$ cat src/rtl/mep_pkg.sv
// Shared types and constants for the Mandelbrot escape pixel block.
// Used by every module under rtl; depends on nothing.
package mep_pkg;

    localparam int CoordW   = 32;    // Q4.28 coordinate width
    localparam int FracBits = 28;
    localparam int PixW     = 10;
    localparam int SizeW    = 11;    // screen size register width
    localparam int ZoomW    = 12;
    localparam int LimW     = 18;    // signed iteration limit
    localparam int CntW     = 17;    // iteration counter, holds the largest limit
    localparam int IdxW     = 20;
    localparam int ProdW    = CoordW + PixW;  // span times pixel
    localparam int SqW      = 2 * CoordW;     // exact Q8.56 square
    localparam int MaxDimDefault = 1024;

    localparam logic [SqW-1:0] EscapeBound = 64'd4 << (2 * FracBits);
    localparam logic signed [LimW-1:0] LimitBase  = 18'sd500;
    localparam logic signed [LimW-1:0] LimitScale = 18'sd45;

    typedef enum logic [2:0] {
        REG_REAL_MIN  = 3'd0,
        REG_IMAG_MIN  = 3'd1,
        REG_REAL_SPAN = 3'd2,
        REG_IMAG_SPAN = 3'd3,
        REG_WIDTH     = 3'd4,
        REG_HEIGHT    = 3'd5,
        REG_ZOOM      = 3'd6,
        REG_UNUSED    = 3'd7
    } cfg_idx_t;

    // One mapped point waiting for the iteration unit
    typedef struct packed {
        logic signed [CoordW-1:0] c_re;
        logic signed [CoordW-1:0] c_im;
        logic [IdxW-1:0]          pixel_index;
        logic signed [LimW-1:0]   limit;
    } point_t;

    // Settings the front part needs, held in the top level
    typedef struct packed {
        logic signed [CoordW-1:0] real_min;
        logic signed [CoordW-1:0] imag_min;
        logic signed [CoordW-1:0] real_span;
        logic signed [CoordW-1:0] imag_span;
        logic [SizeW-1:0]         screen_width;
        logic [SizeW-1:0]         screen_height;
        logic signed [ZoomW-1:0]  zoom_level;
    } cfg_t;

endpackage

$ cat src/rtl/mep_fifo.sv
// Two-entry queue of mapped points between the front and the iteration unit.
// Uses mep_pkg::point_t.
module mep_fifo (
    input  logic            clk,
    input  logic            rst_n,
    input  logic            push,
    input  mep_pkg::point_t push_data,
    input  logic            pop,
    output mep_pkg::point_t pop_data,
    output logic            full,
    output logic            empty
);

    mep_pkg::point_t mem_reg [2];
    logic            wptr_reg;
    logic            rptr_reg;
    logic [1:0]      count_reg;

    assign full     = (count_reg == 2'd2);
    assign empty    = (count_reg == 2'd0);
    assign pop_data = mem_reg[rptr_reg];

    always_ff @(posedge clk)
    begin
        if (push)
        begin
            mem_reg[wptr_reg] <= push_data;
        end
    end

    always_ff @(posedge clk or negedge rst_n)
    begin
        if (!rst_n)
        begin
            wptr_reg  <= 1'b0;
            rptr_reg  <= 1'b0;
            count_reg <= 2'd0;
        end
        else
        begin
            if (push)
            begin
                wptr_reg <= ~wptr_reg;
            end
            if (pop)
            begin
                rptr_reg <= ~rptr_reg;
            end
            count_reg <= count_reg + {1'b0, push} - {1'b0, pop};
        end
    end

endmodule

$ cat config.mk
export PLATFORM = sky130hd
export DESIGN_NAME = mep_fifo
export DESIGN_NICKNAME = d
export VERILOG_FILES = /design/src/rtl/mep_pkg.sv /design/src/rtl/mep_fifo.sv
export SDC_FILE = /design/constraint.sdc
export NUM_CORES = 1
export LEC_CHECK = 0
export BUFFER_PORTS_ARGS = -buffer_cell sky130_fd_sc_hd__buf_4
export CAP_MARGIN = 5
export CORE_ASPECT_RATIO = 0.6
export CORE_UTILIZATION = 45
export CTS_BUF_LIST = sky130_fd_sc_hd__clkbuf_4 sky130_fd_sc_hd__clkbuf_8
export DETAILED_ROUTE_END_ITERATION = 7
export PLACE_DENSITY_LB_ADDON = 0.25
export SYNTH_ARGS = -nofsm -noshare
export SYNTH_HDL_FRONTEND = slang
export SYNTH_SLANG_ARGS = --single-unit
export TNS_END_PERCENT = 20
$ cat constraint.sdc
create_clock -name clk -period 6.9 [get_ports clk]
set_clock_uncertainty 0.15 [all_clocks]
set_input_delay 0.345 -clock clk [delete_from_list [all_inputs] [get_ports clk]]
set_output_delay 0.345 -clock clk [all_outputs]
set_load 0.02 [all_outputs]
; Word-level counts from Yosys, hierarchy flattened
; Memories as Yosys holds them, arrays and structs flattened.
; Index checks and enable logic that the tools add are counted.
[word_totals]
in_bits = 106
regBits = 4
ramBits = 204
word_cells = 12
mem_count = 1
[op_classes]
bitwise = 2
mux = 2
n_reduce_logical = 1
n_addsub = 2
n_eq_ne = 1
[mem_list]
columns = memory, words, width, read_ports, rd_ports_with_merged_regs, wr, line_no
row1 = mem_reg, 2, 102, 1, 0, 1, mep_fifo.sv:14  ; mep_pkg::point_t mem_reg [2];
[op_table]
columns = cell, count
row1 = $add 2x1->2, 1
row2 = $eq 2x2->1 const B, 1
row3 = $logic_not 2->1, 1
row4 = $mux 1, 2
row5 = $not 1->1, 2
row6 = $sub 2x1->2, 1

; Longest topological paths before layout
; Gate-level depths: netlist of run 1.
[logic_depth]
ltp_word = 2
mapped_depth = 5
ltp_nobuf = 5

; Least setup slack after synthesis of run 1
; No wires, ideal clock.
[synth_timing]
kind = register to register
from = register wptr_reg
to = memory mem_reg[0][0] (netlist bit), enable pin
setup_ns = 0.576
path_stages_with_launch = 2
arrival_ns = 4.916
path_slack_ns = 1.258
synth_period_minus_slack_ns = 5.642
path_cell_list = dfrtp_1 -> nor2b_1
[synth_rtl]
columns = item, line_no
row1 = "start, declared", mep_fifo.sv:15  ; logic wptr_reg;
row2 = "start signal, assigned", mep_fifo.sv:43  ; wptr_reg <= ~wptr_reg;
row3 = "end, declared", mep_fifo.sv:14
; Straight into the memory's write port.

==> flow_metrics.tcl, run 1 <==
set metrics [dict create \
    slowest_delay_ns 0.83 \
    yosys.area.top_type_share 0.809 \
    worstHoldPathType "in2reg" \
    ys_seq_area_frac 0.822 \
    clkSinkCount 208 \
    required_ns 6.40 \
    timing.rr.start "wptr_reg" \
    r2r_cells 3 \
    drive_gt1_frac 0.521 \
    grt_use_total 0.174 \
    clock_latency_ns 0.53 \
    fmax_ghz 0.313 \
    path_class "reg2out" \
    ctsResizeCount 0 \
    leakagePower_nw 4.18 \
    crit_chain "buf_4, mux2_2, buf_4" \
    p_sw_mw 1.29 \
    swShare 0.314 \
    worstHoldStart "push_data[82]" \
    clk_pin_slew_ns 0.06 \
    arrival_ns 2.70 \
    min_path_cells 2 \
    htree_levels 1 \
    grt_max_degree 77 \
    path_depth 3 \
    synth_fp_nets 440 \
    boundaryPins 210 \
    die-area_sq_um 17400 \
    synthesis.area_sq_um 7570 \
    seqPwrFrac 0.429 \
    maxSlewHeadroom 0.338 \
    grt-ovfl-total 0 \
    wl_met1_um 6610 \
    yosysUniqueCellTypes 13 \
    wl_um 15500 \
    crit_fanout 76 \
    rrSetupSlack_ns 4.51 \
    cp-end-kind "output port" \
    slew_viol_final 0 \
    critical_path_buf_inv_count 2 \
    fp-row-count 36 \
    largest_reg_flops 204 \
    grt_pass1_vias 4321 \
    maxCapViolations 0 \
    dpl.cell_count 762 \
    r2r-end "mem_reg[0][43]" \
    grt_pass1_wl_um 22900 \
    port-buffer-count 209 \
    yosysWarnings 0 \
    die_y_um 102 \
    cp_common_cell "buf_4" \
    core_sq_um 16400 \
    period_share 0.464 \
    start_kind "flip-flop" \
    first_pass_iters 4 \
    clockRootBuffer "clkbuf_8" \
    final_common_cell "buf_4" \
    layout_common_cells "buf_4, edfxtp_1, dlygate4sd3_1" \
    intPower_mw 2.82 \
    dp_hpwl_um 9400 \
    setup_viol 0 \
    globalplace.congestion 0.728 \
    dr_wl_met2_um 7160 \
    fp.dieW_um 169 \
    fin_nets 780 \
    synth_top_area_cell "edfxtp_1" \
    max-vdd-ir-drop_mv 0.219 \
    fill_cells 1119 \
    met3_wirelength_um 1520 \
    final-hold-violation-count 0 \
    drt_iter0_markers 226 \
    syn_inst 332 \
    p_clk_frac 0.213 \
    drc 0 \
    wl_per_cell_um 16.9 \
    cts_tree "yes" \
    worstHoldEndpoint "mem_reg[1][82]" \
    tightest_slew_ns 0.992 \
    period_minus_slack_ns 3.20 \
    cts_made_buffers 30 \
    vias 4217 \
    synth.avg_cell_area_sq_um 22.8 \
    slowest_stage "buf_4" \
    synth.top_cells.by_area "edfxtp_1, mux2_2, dfrtp_1" \
    instances_no_fill 919 \
    num_antenna_cells 0 \
    antenna_found_initial 0 \
    clockBufferDepth 3 \
    status "complete, no violations" \
    ys_ff_latch 208 \
    viasPerCell 4.59 \
    rsz0062_at_grt "no" \
    routed.top_layer "met4" \
    start_util 0.463 \
    syn_to_final_growth_pct 44.8 \
    fin_tns_setup_ns 0 \
    pwr-share-comb 0.358 \
    power.density_nw_per_um2 375 \
    ant_nets 0 \
    crit_family "buffers and inverters" \
]
[synth_stat cells]
master,n
nor2_1,1
buf_6,7
xor2_1,2
dfrtp_1,4
mux2_2,102
xor3_1,1
nor2b_1,2
inv_1,2
ha_1,2
and2_1,1
edfxtp_1,204
buf_4,1
buf_2,3
[kinds of logic after synthesis]
kind of cell,Yosys count,share of synthesized area
xor gates and xnor gates,3,0.00545
adders and majority gates,2,0.00330
buffers and inverters,13,0.0144
DFF,208,0.822
muxes,102,0.152
and+or+nand+nor,4,0.00297
[cell type report]
type                    instances  area, sq um  share of cell area
flip-flops and latches        208         6230               0.568
repair buffers                319         2660               0.243
multi-input cells             111         1250               0.114
clock buffers                  39          487              0.0444
well taps                     228          285              0.0260
clock inverters                12         48.8             0.00445
inverters                       2         7.51            0.000685
[repair_timing]
item | 4_1_cts | 5_1_grt
buffers inserted | 0 | 0
endpoints found under the hold margin | 211 | 0
endpoints found under the setup margin | 0 | 0
hold buffers | 106 | 0
[stage by stage]
stage	utilization	hold slack (ns)	instance area [sq um]	power [mW]	setup WS [ns]
after floorplan	-	-0.101	7570	2.70	1.26
after global placement	0.573	-0.00414	9370	3.20	4.25
after detailed placement	0.573	-0.000890	9370	3.23	4.22
after CTS	0.671	0.345	11000	4.17	3.63
after global routing	0.671	0.350	11000	4.32	3.52
final	0.671	0.385	11000	4.12	3.70
[worst max-delay path by stage]
stage / from / to / slack, ns
after floorplan: wptr_reg / mem_reg[0][0] / 1.26
after global placement: rptr_reg / pop_data[79] / 4.25
after detailed placement: rptr_reg / pop_data[29] / 4.22
after CTS: rptr_reg / pop_data[29] / 3.63
after global routing: rptr_reg / pop_data[29] / 3.52
final: rptr_reg / pop_data[29] / 3.70
[layer usage]
metal  vias to the layer above  global-route usage
met4                         0              0.0416
met1                      2030               0.223
met3                        20              0.0709
met2                       167               0.280
li1                       2000                   -
met5                         -                   0
[power by group through the flow]
| stage | clock, mW | combinational [mW] | sequential (mW) |
|---|---|---|---|
| 6_report | 0.878 | 1.47 | 1.77 |
| 5_1_grt | 0.959 | 1.57 | 1.79 |
| 4_1_cts | 0.910 | 1.49 | 1.77 |
| 3_5_place_dp | 0 | 1.43 | 1.80 |
| 3_3_place_gp | 0 | 1.42 | 1.78 |
| 2_1_floorplan | 0 | 0.929 | 1.77 |
(Power assumes the default switching activity.)
==> run 2: changes to the inputs <==
==> constraint.sdc (replaced) <==
create_clock -name clk -period 3.2 [get_ports clk]
set_clock_uncertainty 0.15 [all_clocks]
set_input_delay 0.16 -clock clk [delete_from_list [all_inputs] [get_ports clk]]
set_output_delay 0.16 -clock clk [all_outputs]
set_load 0.02 [all_outputs]
==> run 2 against run 1 <==
Against the previous run: final cell count increased by 0.76%; non-clock buffer count increased by 3; critical endpoint is now pop_data[0]; clock power increased by 140%; register-to-register slack got worse by 3.2 ns; hold slack got worse by 0.18 ns; wire length increased by 0.59%; largest cell class unchanged.
==> flow_metrics.tcl, run 2 (synthesized netlist as in run 1, its figures left out) <==
set metrics [dict create \
    grt-ovfl-total 0 \
    layout_common_cells "buf_4, edfxtp_1, dlygate4sd3_1" \
    start_util 0.463 \
    maxCapViolations 0 \
    die-area_sq_um 17400 \
    arrival_ns 2.33 \
    setup_viol 0 \
    grt_use_total 0.176 \
    grt_pass1_wl_um 23200 \
    start_kind "flip-flop" \
    instances_no_fill 926 \
    tightest_slew_ns 0.781 \
    ctsResizeCount 0 \
    clkSinkCount 208 \
    total_power_mw 9.16 \
    required_ns 2.89 \
    fin_nets 783 \
    cts_tree "yes" \
    htree_levels 1 \
    slowest_stage "dfrtp_4" \
    slowest_delay_ns 0.83 \
    viasPerCell 4.66 \
    clk_pin_slew_ns 0.07 \
    dpl.cell_count 765 \
    cts_made_buffers 30 \
    num_antenna_cells 0 \
    cts_setup_buffers 0 \
    slew_viol_final 0 \
    path_class "reg2out" \
    status "complete, no violations" \
    drive_gt1_frac 0.533 \
    crit_family "flip-flops" \
    dp_hpwl_um 9240 \
    critical_path_buf_inv_count 2 \
    clock_latency_ns 0.52 \
    fp-row-count 36 \
    syn_to_final_growth_pct 46.6 \
    rsz0062_at_grt "no" \
    grt_max_degree 59 \
    max-vdd-ir-drop_mv 0.500 \
    rrSetupSlack_ns 1.34 \
    maxSlewHeadroom 0.479 \
    fmax_ghz 0.379 \
    antenna_found_initial 0 \
    final-hold-violation-count 0 \
    wl_um 15600 \
    crit_chain "buf_4, mux2_2, buf_4" \
    drc 0 \
    port-buffer-count 209 \
    cp_common_cell "buf_4" \
    crit_fanout 43 \
    globalplace.congestion 0.742 \
    worstHoldPathType "in2reg" \
    ctsHoldBuffers 106 \
    period_minus_slack_ns 2.64 \
    power.density_nw_per_um2 825 \
    grt_pass1_vias 4574 \
    first_pass_iters 4 \
    boundaryPins 210 \
    clockBufferDepth 3 \
    final_common_cell "buf_4" \
    fin_tns_setup_ns 0 \
    clockRootBuffer "clkbuf_8" \
    core_sq_um 16400 \
    wl_per_cell_um 16.8 \
    vias 4316 \
    die_y_um 102 \
    ant_nets 0 \
    fp.dieW_um 169 \
    largest_reg_flops 204 \
    leakagePower_nw 4.25 \
    drt_iter0_markers 160 \
    cp-end-kind "output port" \
    period_share 0.825 \
]
-- run 2: metal layers --
metal | vias to the layer above | GRT usage | routed length [um]
met4 | 0 | 0.0485 | 286
li1 | 2007 | - | -
met3 | 26 | 0.0709 | 1420
met5 | - | 0 | 0
met1 | 2117 | 0.218 | 6440
met2 | 166 | 0.291 | 7450
-- run 2: power by group --
part,switching (mW),leakage (nW),internal [mW],total (mW)
clock,0.928,0.336,1.19,2.11
sequential,0.237,1.96,3.62,3.86
combinational,1.66,1.96,1.52,3.19
total,2.83,4.25,6.33,9.16
-- run 2: layout make-up --
type | instances | area, sq um
Fill cell | 1094 | 5250
Inverter | 2 | 7.51
Clock buffer | 50 | 607
Sequential cell | 208 | 6230
Timing Repair Buffer | 322 | 2710
Clock inverter | 5 | 20.0
Tap cell | 228 | 285
Multi-Input combinational cell | 111 | 1250
-- run 2: per-stage QoR --
stage | instance area [sq um] | hold slack (ns) | worst slack [ns] | util
finish | 11100 | 0.208 | 0.561 | 0.679
global route | 11100 | 0.175 | 0.423 | 0.679
CTS | 11100 | 0.157 | 0.501 | 0.679
detailed placement | 9420 | -0.192 | 1.09 | 0.576
global placement | 9420 | -0.192 | 1.13 | 0.576
floorplan | 7580 | -0.286 | -0.200 | -
-- run 2: worst register-to-register path, stage by stage, from the launching register on --
cell and delay, ns:
dfrtp_1 0.42, and2_4 0.51, buf_4 0.44
-- run 2: path summary, 6_finish.rpt --
kind,endpoint,from,depth (start not counted)
setup / recovery,pop_data[0],rptr_reg,3
hold / removal,mem_reg[0][66],push_data[66],2
setup reg to reg,mem_reg[1][45],wptr_reg,2
hold reg to reg,wptr_reg,wptr_reg,1
max in group asynchronous,rptr_reg,rst_n,3
min in group asynchronous,count_reg[0],rst_n,3
