`src/rtl/mep_pkg.sv`:
```
// Shared types and constants for the Mandelbrot escape pixel block.
// Used by every module under rtl; depends on nothing.
package mep_pkg;

    localparam int CoordW   = 32;    // Q4.28 coordinate width
    localparam int FracBits = 28;
    localparam int PixW     = 10;
    localparam int SizeW    = 11;    // screen size register width
    localparam int ZoomW    = 12;
    localparam int LimW     = 18;    // signed iteration limit
    localparam int CntW     = 17;    // iteration counter, holds the largest limit
    localparam int IdxW     = 20;
    localparam int ProdW    = CoordW + PixW;  // span times pixel
    localparam int SqW      = 2 * CoordW;     // exact Q8.56 square
    localparam int MaxDimDefault = 1024;

    localparam logic [SqW-1:0] EscapeBound = 64'd4 << (2 * FracBits);
    localparam logic signed [LimW-1:0] LimitBase  = 18'sd500;
    localparam logic signed [LimW-1:0] LimitScale = 18'sd45;

    typedef enum logic [2:0] {
        REG_REAL_MIN  = 3'd0,
        REG_IMAG_MIN  = 3'd1,
        REG_REAL_SPAN = 3'd2,
        REG_IMAG_SPAN = 3'd3,
        REG_WIDTH     = 3'd4,
        REG_HEIGHT    = 3'd5,
        REG_ZOOM      = 3'd6,
        REG_UNUSED    = 3'd7
    } cfg_idx_t;

    // One mapped point waiting for the iteration unit
    typedef struct packed {
        logic signed [CoordW-1:0] c_re;
        logic signed [CoordW-1:0] c_im;
        logic [IdxW-1:0]          pixel_index;
        logic signed [LimW-1:0]   limit;
    } point_t;

    // Settings the front part needs, held in the top level
    typedef struct packed {
        logic signed [CoordW-1:0] real_min;
        logic signed [CoordW-1:0] imag_min;
        logic signed [CoordW-1:0] real_span;
        logic signed [CoordW-1:0] imag_span;
        logic [SizeW-1:0]         screen_width;
        logic [SizeW-1:0]         screen_height;
        logic signed [ZoomW-1:0]  zoom_level;
    } cfg_t;

endpackage

```
`src/rtl/mep_div.sv`:
```
// Bit-serial restoring divider: unsigned dividend by a small unsigned divisor.
// Uses mep_pkg for widths; sequenced by mep_front.
module mep_div #(
    parameter int DimW = 11
) (
    input  logic                      clk,
    input  logic                      load,
    input  logic                      step,
    input  logic [mep_pkg::ProdW-1:0] dividend,
    input  logic [DimW-1:0]           divisor,
    output logic [mep_pkg::ProdW-1:0] quotient
);

    logic [mep_pkg::ProdW-1:0] quo_reg;
    logic [mep_pkg::ProdW-1:0] quo_next;
    logic [DimW-1:0]           rem_reg;
    logic [DimW-1:0]           rem_next;
    logic [DimW-1:0]           div_reg;
    logic [DimW:0]             trial;
    logic                      fits;

    always_comb
    begin
        trial = {rem_reg, quo_reg[mep_pkg::ProdW-1]};
        fits  = trial >= {1'b0, div_reg};
        if (fits)
        begin
            rem_next = DimW'(trial - {1'b0, div_reg});
        end
        else
        begin
            rem_next = trial[DimW-1:0];
        end
        quo_next = {quo_reg[mep_pkg::ProdW-2:0], fits};
    end

    always_ff @(posedge clk)
    begin
        if (load)
        begin
            quo_reg <= dividend;
            rem_reg <= '0;
            div_reg <= divisor;
        end
        else if (step)
        begin
            quo_reg <= quo_next;
            rem_reg <= rem_next;
        end
    end

    assign quotient = quo_reg;

endmodule

```
`src/rtl/mep_front.sv`:
```
// Front part: takes a pixel beat, maps it to the point c and its screen index.
// Uses mep_pkg and two mep_div instances; feeds mep_fifo.
module mep_front #(
    parameter int MaxDim = mep_pkg::MaxDimDefault
) (
    input  logic                     clk,
    input  logic                     rst_n,
    input  mep_pkg::cfg_t            cfg,
    input  logic                     in_valid,
    output logic                     in_ready,
    input  logic [mep_pkg::PixW-1:0] pixel_x,
    input  logic [mep_pkg::PixW-1:0] pixel_y,
    input  logic                     q_full,
    output logic                     q_push,
    output mep_pkg::point_t          q_data
);

    localparam int DimW  = $clog2(MaxDim + 1);
    localparam int StepW = $clog2(mep_pkg::ProdW + 1);

    typedef enum logic [3:0] {
        F_IDLE = 4'b0001,
        F_MUL  = 4'b0010,
        F_DIV  = 4'b0100,
        F_FIN  = 4'b1000
    } fstate_t;

    fstate_t state_reg;
    fstate_t state_next;

    logic [StepW-1:0]              step_reg;
    logic [mep_pkg::PixW-1:0]      px_reg;
    logic [mep_pkg::PixW-1:0]      py_reg;
    logic                          neg_re_reg;
    logic                          neg_im_reg;
    logic [mep_pkg::IdxW-1:0]      idx_reg;
    logic [DimW-1:0]               dim_w;
    logic [DimW-1:0]               dim_h;
    logic signed [mep_pkg::ProdW-1:0] prod_re;
    logic signed [mep_pkg::ProdW-1:0] prod_im;
    logic [mep_pkg::ProdW-1:0]     mag_re;
    logic [mep_pkg::ProdW-1:0]     mag_im;
    logic [mep_pkg::ProdW-1:0]     quo_re;
    logic [mep_pkg::ProdW-1:0]     quo_im;
    logic                          div_load;
    logic                          div_step;
    logic signed [mep_pkg::CoordW-1:0] c_re;
    logic signed [mep_pkg::CoordW-1:0] c_im;
    logic signed [mep_pkg::LimW-1:0]   limit;

    function automatic logic [DimW-1:0] eff_dim(input logic [mep_pkg::SizeW-1:0] d);
        logic [DimW-1:0] r;
        if (d == '0)
        begin
            r = DimW'(1);
        end
        else if (32'(d) > 32'(MaxDim))
        begin
            r = DimW'(MaxDim);
        end
        else
        begin
            r = DimW'(d);
        end
        return r;
    endfunction

    // Signed quotient plus edge, clamped to the Q4.28 range
    function automatic logic signed [mep_pkg::CoordW-1:0] place(
        input logic signed [mep_pkg::CoordW-1:0] lo,
        input logic                              neg,
        input logic [mep_pkg::ProdW-1:0]         quo
    );
        logic signed [mep_pkg::ProdW:0]   sq;
        logic signed [mep_pkg::ProdW+1:0] sum;
        logic signed [mep_pkg::CoordW-1:0] r;
        sq  = neg ? -$signed({1'b0, quo}) : $signed({1'b0, quo});
        sum = (mep_pkg::ProdW+2)'(lo) + (mep_pkg::ProdW+2)'(sq);
        if (sum > (mep_pkg::ProdW+2)'(32'sh7FFF_FFFF))
        begin
            r = 32'sh7FFF_FFFF;
        end
        else if (sum < -(mep_pkg::ProdW+2)'(64'sh8000_0000))
        begin
            r = 32'sh8000_0000;
        end
        else
        begin
            r = sum[mep_pkg::CoordW-1:0];
        end
        return r;
    endfunction

    assign dim_w    = eff_dim(cfg.screen_width);
    assign dim_h    = eff_dim(cfg.screen_height);
    assign in_ready = (state_reg == F_IDLE);

    assign prod_re = cfg.real_span * $signed({1'b0, px_reg});
    assign prod_im = cfg.imag_span * $signed({1'b0, py_reg});
    assign mag_re  = prod_re[mep_pkg::ProdW-1] ? mep_pkg::ProdW'(-prod_re)
                                               : mep_pkg::ProdW'(prod_re);
    assign mag_im  = prod_im[mep_pkg::ProdW-1] ? mep_pkg::ProdW'(-prod_im)
                                               : mep_pkg::ProdW'(prod_im);

    assign div_load = (state_reg == F_MUL);
    assign div_step = (state_reg == F_DIV);

    mep_div #(.DimW(DimW)) u_div_re (
        .clk      (clk),
        .load     (div_load),
        .step     (div_step),
        .dividend (mag_re),
        .divisor  (dim_w),
        .quotient (quo_re)
    );

    mep_div #(.DimW(DimW)) u_div_im (
        .clk      (clk),
        .load     (div_load),
        .step     (div_step),
        .dividend (mag_im),
        .divisor  (dim_h),
        .quotient (quo_im)
    );

    assign c_re  = place(cfg.real_min, neg_re_reg, quo_re);
    assign c_im  = place(cfg.imag_min, neg_im_reg, quo_im);
    assign limit = $signed({{(mep_pkg::LimW-mep_pkg::ZoomW){cfg.zoom_level[mep_pkg::ZoomW-1]}},
                            cfg.zoom_level}) * mep_pkg::LimitScale + mep_pkg::LimitBase;

    assign q_push = (state_reg == F_FIN) && !q_full;
    assign q_data = '{c_re: c_re, c_im: c_im, pixel_index: idx_reg, limit: limit};

    always_comb
    begin
        state_next = state_reg;
        unique case (state_reg)
            F_IDLE:
            begin
                if (in_valid)
                begin
                    state_next = F_MUL;
                end
            end
            F_MUL:
            begin
                state_next = F_DIV;
            end
            F_DIV:
            begin
                if (step_reg == StepW'(mep_pkg::ProdW - 1))
                begin
                    state_next = F_FIN;
                end
            end
            F_FIN:
            begin
                if (!q_full)
                begin
                    state_next = F_IDLE;
                end
            end
            default:
            begin
                state_next = F_IDLE;
            end
        endcase
    end

    always_ff @(posedge clk or negedge rst_n)
    begin
        if (!rst_n)
        begin
            state_reg <= F_IDLE;
            step_reg  <= '0;
        end
        else
        begin
            state_reg <= state_next;
            if (state_reg == F_DIV)
            begin
                step_reg <= step_reg + 1'b1;
            end
            else
            begin
                step_reg <= '0;
            end
        end
    end

    always_ff @(posedge clk)
    begin
        if (state_reg == F_IDLE && in_valid)
        begin
            px_reg <= pixel_x;
            py_reg <= pixel_y;
        end
        if (state_reg == F_MUL)
        begin
            neg_re_reg <= prod_re[mep_pkg::ProdW-1];
            neg_im_reg <= prod_im[mep_pkg::ProdW-1];
            idx_reg    <= mep_pkg::IdxW'(py_reg * dim_w + (mep_pkg::PixW+DimW)'(px_reg));
        end
    end

endmodule

```
`config.mk`:
```
export PLATFORM = sky130hd
export DESIGN_NAME = mep_front
export DESIGN_NICKNAME = d
export VERILOG_FILES = /design/src/rtl/mep_pkg.sv /design/src/rtl/mep_div.sv /design/src/rtl/mep_front.sv
export SDC_FILE = /design/constraint.sdc
export NUM_CORES = 2
export LEC_CHECK = 0
export BUFFER_PORTS_ARGS = -buffer_cell sky130_fd_sc_hd__buf_4
export CORE_MARGIN = 2
export CORE_UTILIZATION = 45
export DETAILED_ROUTE_END_ITERATION = 6
export GPL_TIMING_DRIVEN = 0
export HOLD_SLACK_MARGIN = 0.12
export SLEW_MARGIN = 25
export SYNTH_ARGS = -nofsm -noshare
export SYNTH_HDL_FRONTEND = slang
export SYNTH_SLANG_ARGS = --single-unit
```
`constraint.sdc`:
```
create_clock -name clk -period 7.42 [get_ports clk]
set_input_delay 0 -clock clk [delete_from_list [all_inputs] [get_ports clk]]
set_output_delay 0 -clock clk [all_outputs]
set_load 0.1 [all_outputs]
```
Word level (Yosys, flattened, before mapping)
Index checks and enable logic that the tools add are counted.
{"block": "classes", "n_reduce_logical": 8, "addsub": 11, "n_lt_le_gt_ge": 8, "mux": 22, "div_mod_pow": 0, "eq_ne": 8, "bitwise_logic": 0, "shift": 0, "mul": 4}
{"op": "$mux W42", "count": 6}
{"op": "$mux W32", "count": 4}
{"op": "$add A32 B43 Y44", "count": 2}
{"op": "$gt A44 B32 Y1 const B", "count": 2}
{"op": "$lt A44 B32 Y1 const B", "count": 2}
{"op": "$mux W43", "count": 2}
{"op": "$neg A42 Y43", "count": 2}
{"op": "$mul A32 B11 Y42", "count": 2}
{"op": "$neg A42 Y42", "count": 2}
{"op": "$mux W11", "count": 5}
{"op": "$ge A12 B11 Y1", "count": 2}
{"op": "$gt A11 B11 Y1 const B", "count": 2}
{"op": "$logic_not A11 Y1", "count": 2}
{"op": "$sub A11 B11 Y11", "count": 2}
{"op": "$add A20 B10 Y20", "count": 1}
{"op": "$mul A10 B11 Y20", "count": 1}
{"op": "$add A18 B10 Y18 const B", "count": 1}
{"op": "$mul A12 B7 Y18 const B", "count": 1}
{"op": "$pmux W4 S4", "count": 1}
{"op": "$mux W4", "count": 3}
{"op": "$add A6 B1 Y6 const B", "count": 1}
{"op": "$eq A6 B6 Y1 const B", "count": 1}
{"op": "$mux W6", "count": 1}
{"op": "$eq A4 B1 Y1 const B", "count": 1}
{"op": "other kinds (10)", "count": 12}
{"block": "totals", "memories": 0, "input_bits": 186, "romBits": 0, "mem_bits_rw": 0, "wordCells": 75, "ff_bits": 180, "latch_bits": 0}

Logic depth before layout (Yosys ltp)
{"block": "depth", "word_depth": 6, "depth_mapped": 29, "depth_no_buf": 24}

Modules after synthesis
A second synthesis with hierarchy kept.
{"block": "unflattened", "cells_unflattened": 5130, "hier_area_um2": 44836.8}
{"mod": "mep_front", "cells_per_inst": 4656, "area_each_um2": 38393.1, "seq_area_each_um2": 1512.7, "n_inst": 1}
{"mod": "mep_div", "cells_per_inst": 237, "area_each_um2": 3221.8, "seq_area_each_um2": 1811.7, "n_inst": 2}

Least setup slack after synthesis
Ideal clock, no wire load.
{"block": "synth_timing", "path_kind": "register to output", "from": "register u_div_im.quo_reg (netlist bit u_div_im.quotient[4])", "to": "output q_data[61] (netlist bit)", "stages_incl_launch_ff": 24, "t_arrival_ns": 7.800, "n_path_buf": 2, "path_slack_ns": -0.380, "required_ns": 7.420, "cell_sequence": "edfxtp_1 > or3_1 > nor3_2 > nand3_1 > or3_1 > or3_1 > or2_1 > nand2b_1 > or4_4 > o21ai_0 > xnor2_1 > ha_1 > clkbuf_1 > a21oi_1 > o21ai_0 > a2111oi_0 > o21ai_0 > a221oi_1 > o21ai_0 > or4_1 > a31oi_1 > a41oi_1 > clkbuf_1 > o21ai_0"}
{"element": "from (decl)", "line": "mep_div.sv:14", "rtl": "logic [mep_pkg::ProdW-1:0] quo_reg;"}
{"element": "from (signal assigned)", "line": "mep_div.sv:41", "rtl": "quo_reg <= dividend;"}
{"element": "from (signal assigned)", "line": "mep_div.sv:47", "rtl": "quo_reg <= quo_next;"}
{"element": "to (decl)", "line": "mep_front.sv:15", "rtl": "output mep_pkg::point_t q_data"}

Worst setup path in the final report
{"block": "layout_timing", "from": "register px_reg[7] (netlist bit)", "to": "register u_div_re.quo_reg (netlist bit u_div_re.quotient[39]) (data pin)"}
{"block": "layout_between", "elab_chain_len": 4}
{"element": "from (decl)", "line": "mep_front.sv:32", "rtl": "logic [mep_pkg::PixW-1:0] px_reg;"}
{"element": "from (signal assigned)", "line": "mep_front.sv:195", "rtl": "px_reg <= pixel_x;"}
{"element": "$mul A32 B11 Y42 (*)", "line": "mep_front.sv:98", "rtl": "assign prod_re = cfg.real_span * $signed({1'b0, px_reg});"}
{"element": "$neg A42 Y42", "line": "mep_front.sv:100", "rtl": "assign mag_re = prod_re[mep_pkg::ProdW-1] ? mep_pkg::ProdW'(-prod_re)"}
{"element": "$mux W42 (*)", "line": "mep_front.sv:100"}
{"element": "$mux W42 (*)", "line": "mep_div.sv:39", "rtl": "if (load)"}
{"element": "to (signal assigned)", "line": "mep_div.sv:41"}
{"element": "to (signal assigned)", "line": "mep_div.sv:47"}
{"element": "to (decl)", "line": "mep_div.sv:14"}
Mark *: on every way between the ends. The rest lies on a longest branch, timed or not.
A chain may end at the register's enable or synchronous reset.

==> results.txt <==
----------------------------------------------------
[STA]
  Max_slew headroom ... 0.395
  Final period util ... 0.990
  Setup slack after layout ... around 73 ps
  Min Tclk post-route ... approximately 7300 ps
  Count of pins over their slew limit ... 0
  Final count of hold timing violations ... 0
  Worst-margin pin slew ... 899 ps
  Total of endpoints with negative setup slack in the final report ... 0
  Maximum achievable frequency ... about 140 MHz
  Worst setup skew after layout ... approximately 21 ps
  Aggregate negative setup slack ... 0 ps

[Placed design]
  Count of port buffers added during placement ... 226
  Detail Placement HPWL ... around 110,000 um
  Gpl congestion ... about 0.92
  Post-placement worst setup slack ... -1190 ps

[Yosys]
  Post-synthesis sequential area ratio ... 0.114
  Average cell area after synthesis ... about 8.5 um^2
  Share of cell area taken by muxes after synthesis ... 0.00648
  Proportion of netlist area held by the largest area contributor ... 0.287
  Leading post-synthesis cells by cell area ... sky130_fd_sc_hd__fa_1 (29%), sky130_fd_sc_hd__ha_1 (11%), sky130_fd_sc_hd__edfxtp_1 (9.8%)
  Parity-gate share of the synthesized area counting xor and xnor cells ... 0.0656
  Syn_nets ... 6,566
  Summed instance area of the synthesized netlist ... between 0.04 and 0.05 mm^2
  Fraction of the mapped netlist area in simple logic gates ... 0.178
  Synth unique cells ... 111
  Synth Area in Adders ... 0.397
  Combinational family with the most area after synthesis ... adder cells
  Leading register cell type out of synthesis ... sky130_fd_sc_hd__edfxtp_1
  Cell count after synthesis ... about 5,300
  Synth Warn # ... 0
  Leading area contributor after synthesis ... sky130_fd_sc_hd__fa_1
  Post-synthesis compound-gate area fraction ... 0.142
  Share of flip-flops with an asynchronous set or reset ... 0.0556
  Number of flops mapped to enable cells by yosys ... about 150
  Post-synthesis register bit count ... 180

[Setup path]
  Register-to-register setup slack ... slightly above 70 ps
  Worst EP arrival ... 7600 ps
  Highest cell delay on the worst timing path ... between 500 and 600 ps
  Cell mode on critical path ... sky130_fd_sc_hd__fa_1
  Critical path buffers and inverters ... 5
  Number of cells traversed by the worst register-to-register path ... 23
  Family with the most delay on the worst path ... adder cells
  Cells traversed along the worst timing path ... buf_4 > and2_1 > fa_1 > inv_1 > fa_1 > inv_1 > fa_1 > fa_1 > inv_1 > fa_1 > inv_1 > ha_4 > o21a_1 > o211ai_1 > a2111o_1 > nand3_1 > xor2_1 > and4b_2 > or3b_4 > or4_4 > o41a_1 > xor2_1 > o21ai_1
  Sort of element at the start of the critical path ... flip-flop
  Source of the worst register-to-register timing path ... px_reg[7]$_DFFE_PP_
  Required time worst endpoint ... 7680 ps
  Largest fanout of any net on the critical path ... 6
  Critical Path Sink Type ... flip-flop
  Reg-to-Reg End ... u_div_re.quotient[39]$_DFFE_PN_
  Type of the worst setup path ... flip-flop to flip-flop
  Cell with the biggest individual delay on the critical path ... sky130_fd_sc_hd__fa_1

[Global routing]
  Global routing usage on met1 ... 0.370
  Met2 usage ... 0.385
  M3 GR Usage ... 0.0494
  Most heavily used metal layer in global routing ... met2
  Number of global-route vias before repair ... 38,019
  Global-route wire length before repair ... between 200,000 and 250,000 um
  Pin count of the biggest net entering global routing ... between 40 and 50
  Number of antenna violations at the first check in global routing ... 12
  Leftover overflow at the end of global routing ... 0
  Global-route total usage across every layer ... 0.254

[Worst hold path]
  Number of cells traversed by the worst hold path ... 5
  Hold path startpoint ... cfg[34]
  Sink of the worst hold path ... u_div_im.quotient[1]$_DFFE_PN_
  Worst min path class ... input port to flip-flop

[Outcome]
  Status ... complete, no violations

[Cells and area]
  Area added between synthesis and finish ... 14.4%
  Post-layout nets ... 6,910
  Commonest non-fill, non-tap cells in the layout ... sky130_fd_sc_hd__inv_1 (872), sky130_fd_sc_hd__nand2_1 (668), sky130_fd_sc_hd__fa_1 (646), sky130_fd_sc_hd__and2_1 (383), sky130_fd_sc_hd__ha_1 (368)
  Fraction of final layout cells with drive strength greater than 1 ... 0.114
  Most common cell after layout, fill and taps aside ... sky130_fd_sc_hd__inv_1

[Clock network]
  Worst-Skew Late Latency ... 500 ps
  Clock transition at the registers of the reported paths ... ~90 ps
  Deepest level of the CTS H-tree ... 4
  Root buffer cell ... sky130_fd_sc_hd__clkbuf_16
  Clock tree from TritonCTS ... built
  Worst-case clock buffer depth ... 2
  Clock tree sinks ... 180
  TritonCTS Buffers ... 17

[Floorplanning]
  Io pins ... 290
  Overall die area ... approximately 0.10 mm^2
  Initial standard-cell utilization of the core ... 0.453
  Die Span X ... between 300 and 400 um
  Die Y-Extent ... ~320 um
  Floorplan Core Area ... ~0.10 mm^2
  Standard-cell row count ... approximately 120

[Routing]
  Total wire length after detailed routing ... ~130,000 um
  Vias after detailed routing ... ~38,000
  Routed wire length per instance ... 18.6 um
  Remaining antenna violation count ... 0
  Via density per instance ... 5.38
  Number of DRC violations after detailed-routing iteration 0 ... between 2,000 and 2,500
  Detailed-router iteration count before antenna repair ... 7
  Remaining routing DRC violations ... 0

[Run]
  Count of maximum capacitance violations ... 0

----------------------------------------------------
[final cells by class]
type                    instances  area, um^2
fillers                      9581       48200
multi-input cells            4004       36600
flip-flops and latches        180        5140
inverters                     877        3300
repair buffers                350        3010
well taps                    1298        1620
plain buffers                 249        1430
clock buffers                  18         429
clock inverters                14         169
diodes                          2        5.00
[through the flow]
stage                     hold slack [ps]  area, um^2  cells  utilization
final                                 162       51700   6992        0.518
after global routing                  203       51700   6991        0.518
after CTS                             133       50300   6955        0.504
after detailed placement             -160       48600   6862        0.487
after global placement               -161       48500   6859        0.486
after floorplan                      -296       45200   5335            -
[worst max-delay path by stage]
| stage | from | endpoint | cells after the start |
|---|---|---|---|
| after floorplan | u_div_im.quotient[4]$_DFFE_PN_ | q_data[61] | 23 |
| after global placement | px_reg[3]$_DFFE_PP_ | u_div_re.quotient[28]$_DFFE_PN_ | 25 |
| after detailed placement | px_reg[3]$_DFFE_PP_ | u_div_re.quotient[27]$_DFFE_PN_ | 24 |
| after CTS | px_reg[2]$_DFFE_PP_ | u_div_re.quotient[39]$_DFFE_PN_ | 25 |
| after global routing | u_div_im.quotient[4]$_DFFE_PN_ | q_data[62] | 23 |
| final | px_reg[7]$_DFFE_PP_ | u_div_re.quotient[39]$_DFFE_PN_ | 23 |
[cell usage after synthesis, types with 8 or more instances]
cell type and number:
sky130_fd_sc_hd__a2111oi_0 10, sky130_fd_sc_hd__a211o_1 8, sky130_fd_sc_hd__a211oi_1 25, sky130_fd_sc_hd__a21boi_0 17
sky130_fd_sc_hd__a21o_1 118, sky130_fd_sc_hd__a21oi_1 206, sky130_fd_sc_hd__a22o_1 10, sky130_fd_sc_hd__a311oi_1 8
sky130_fd_sc_hd__a31oi_1 38, sky130_fd_sc_hd__a41oi_1 9, sky130_fd_sc_hd__and2_1 384, sky130_fd_sc_hd__and3_1 27
sky130_fd_sc_hd__and4_1 10, sky130_fd_sc_hd__buf_1 20, sky130_fd_sc_hd__clkbuf_1 232, sky130_fd_sc_hd__dfrtp_1 9
sky130_fd_sc_hd__dfxtp_1 22, sky130_fd_sc_hd__edfxtp_1 148, sky130_fd_sc_hd__fa_1 648, sky130_fd_sc_hd__ha_1 397
sky130_fd_sc_hd__inv_1 876, sky130_fd_sc_hd__mux2i_1 27, sky130_fd_sc_hd__nand2_1 670, sky130_fd_sc_hd__nand2b_1 33
sky130_fd_sc_hd__nand3_1 55, sky130_fd_sc_hd__nand3b_1 10, sky130_fd_sc_hd__nand4_1 37, sky130_fd_sc_hd__nor2_1 178
sky130_fd_sc_hd__nor2b_1 42, sky130_fd_sc_hd__nor3_1 44, sky130_fd_sc_hd__nor4_1 19, sky130_fd_sc_hd__o211ai_1 20
sky130_fd_sc_hd__o21a_1 33, sky130_fd_sc_hd__o21ai_0 276, sky130_fd_sc_hd__o21ai_1 17, sky130_fd_sc_hd__o21bai_1 24
sky130_fd_sc_hd__o311ai_0 9, sky130_fd_sc_hd__o31ai_1 44, sky130_fd_sc_hd__o41ai_1 19, sky130_fd_sc_hd__or2_2 16
sky130_fd_sc_hd__or3_1 26, sky130_fd_sc_hd__or4_1 21, sky130_fd_sc_hd__xnor2_1 232, sky130_fd_sc_hd__xor2_1 105
[cell families (layout without fill, tap and decap cells)]
| logic type | after synthesis | count (layout) |
|---|---|---|
| xor+xnor | 338 | 338 |
| buf+inv | 1151 | 1508 |
| compound gates | 983 | 983 |
| simple gates | 1609 | 1609 |
| mux | 29 | 29 |
| other cells | 0 | 2 |
| fa+ha+maj | 1045 | 1045 |
| flops | 180 | 180 |
[worst reg2reg max path, delay by kind of cell, from the launching register on]
kind	cells	cell delay (ps)
AOI/OAI and AO/OA	5	1220
xor gates and xnor gates	2	340
adders and majority gates	6	2940
buffers and inverters	5	470
DFF	1	500
and+or+nand+nor	5	1630
[repair_timing]
item                                    in CTS  in global routing
resized for setup                          172                326
hold endpoints to repair                    49                  0
gates cloned                                 0                  5
endpoints found under the setup margin     146                144
pin swaps                                   10                 54
buffers inserted                            35                 42
hold buffers                                39                  0
[layer usage]
layer / up-vias / part of all wire / routed length, um
met2: 1008 / 0.43 / 55900
met4: 20 / 0.022 / 2900
li1: 17995 / - / -
met3: 145 / 0.067 / 8750
met5: - / 0.00086 / 112
met1: 18432 / 0.48 / 62600
Power is left out: the tool's default activity adds up to more than one toggle a clock period on the data nets, which glitch-free logic cannot reach.
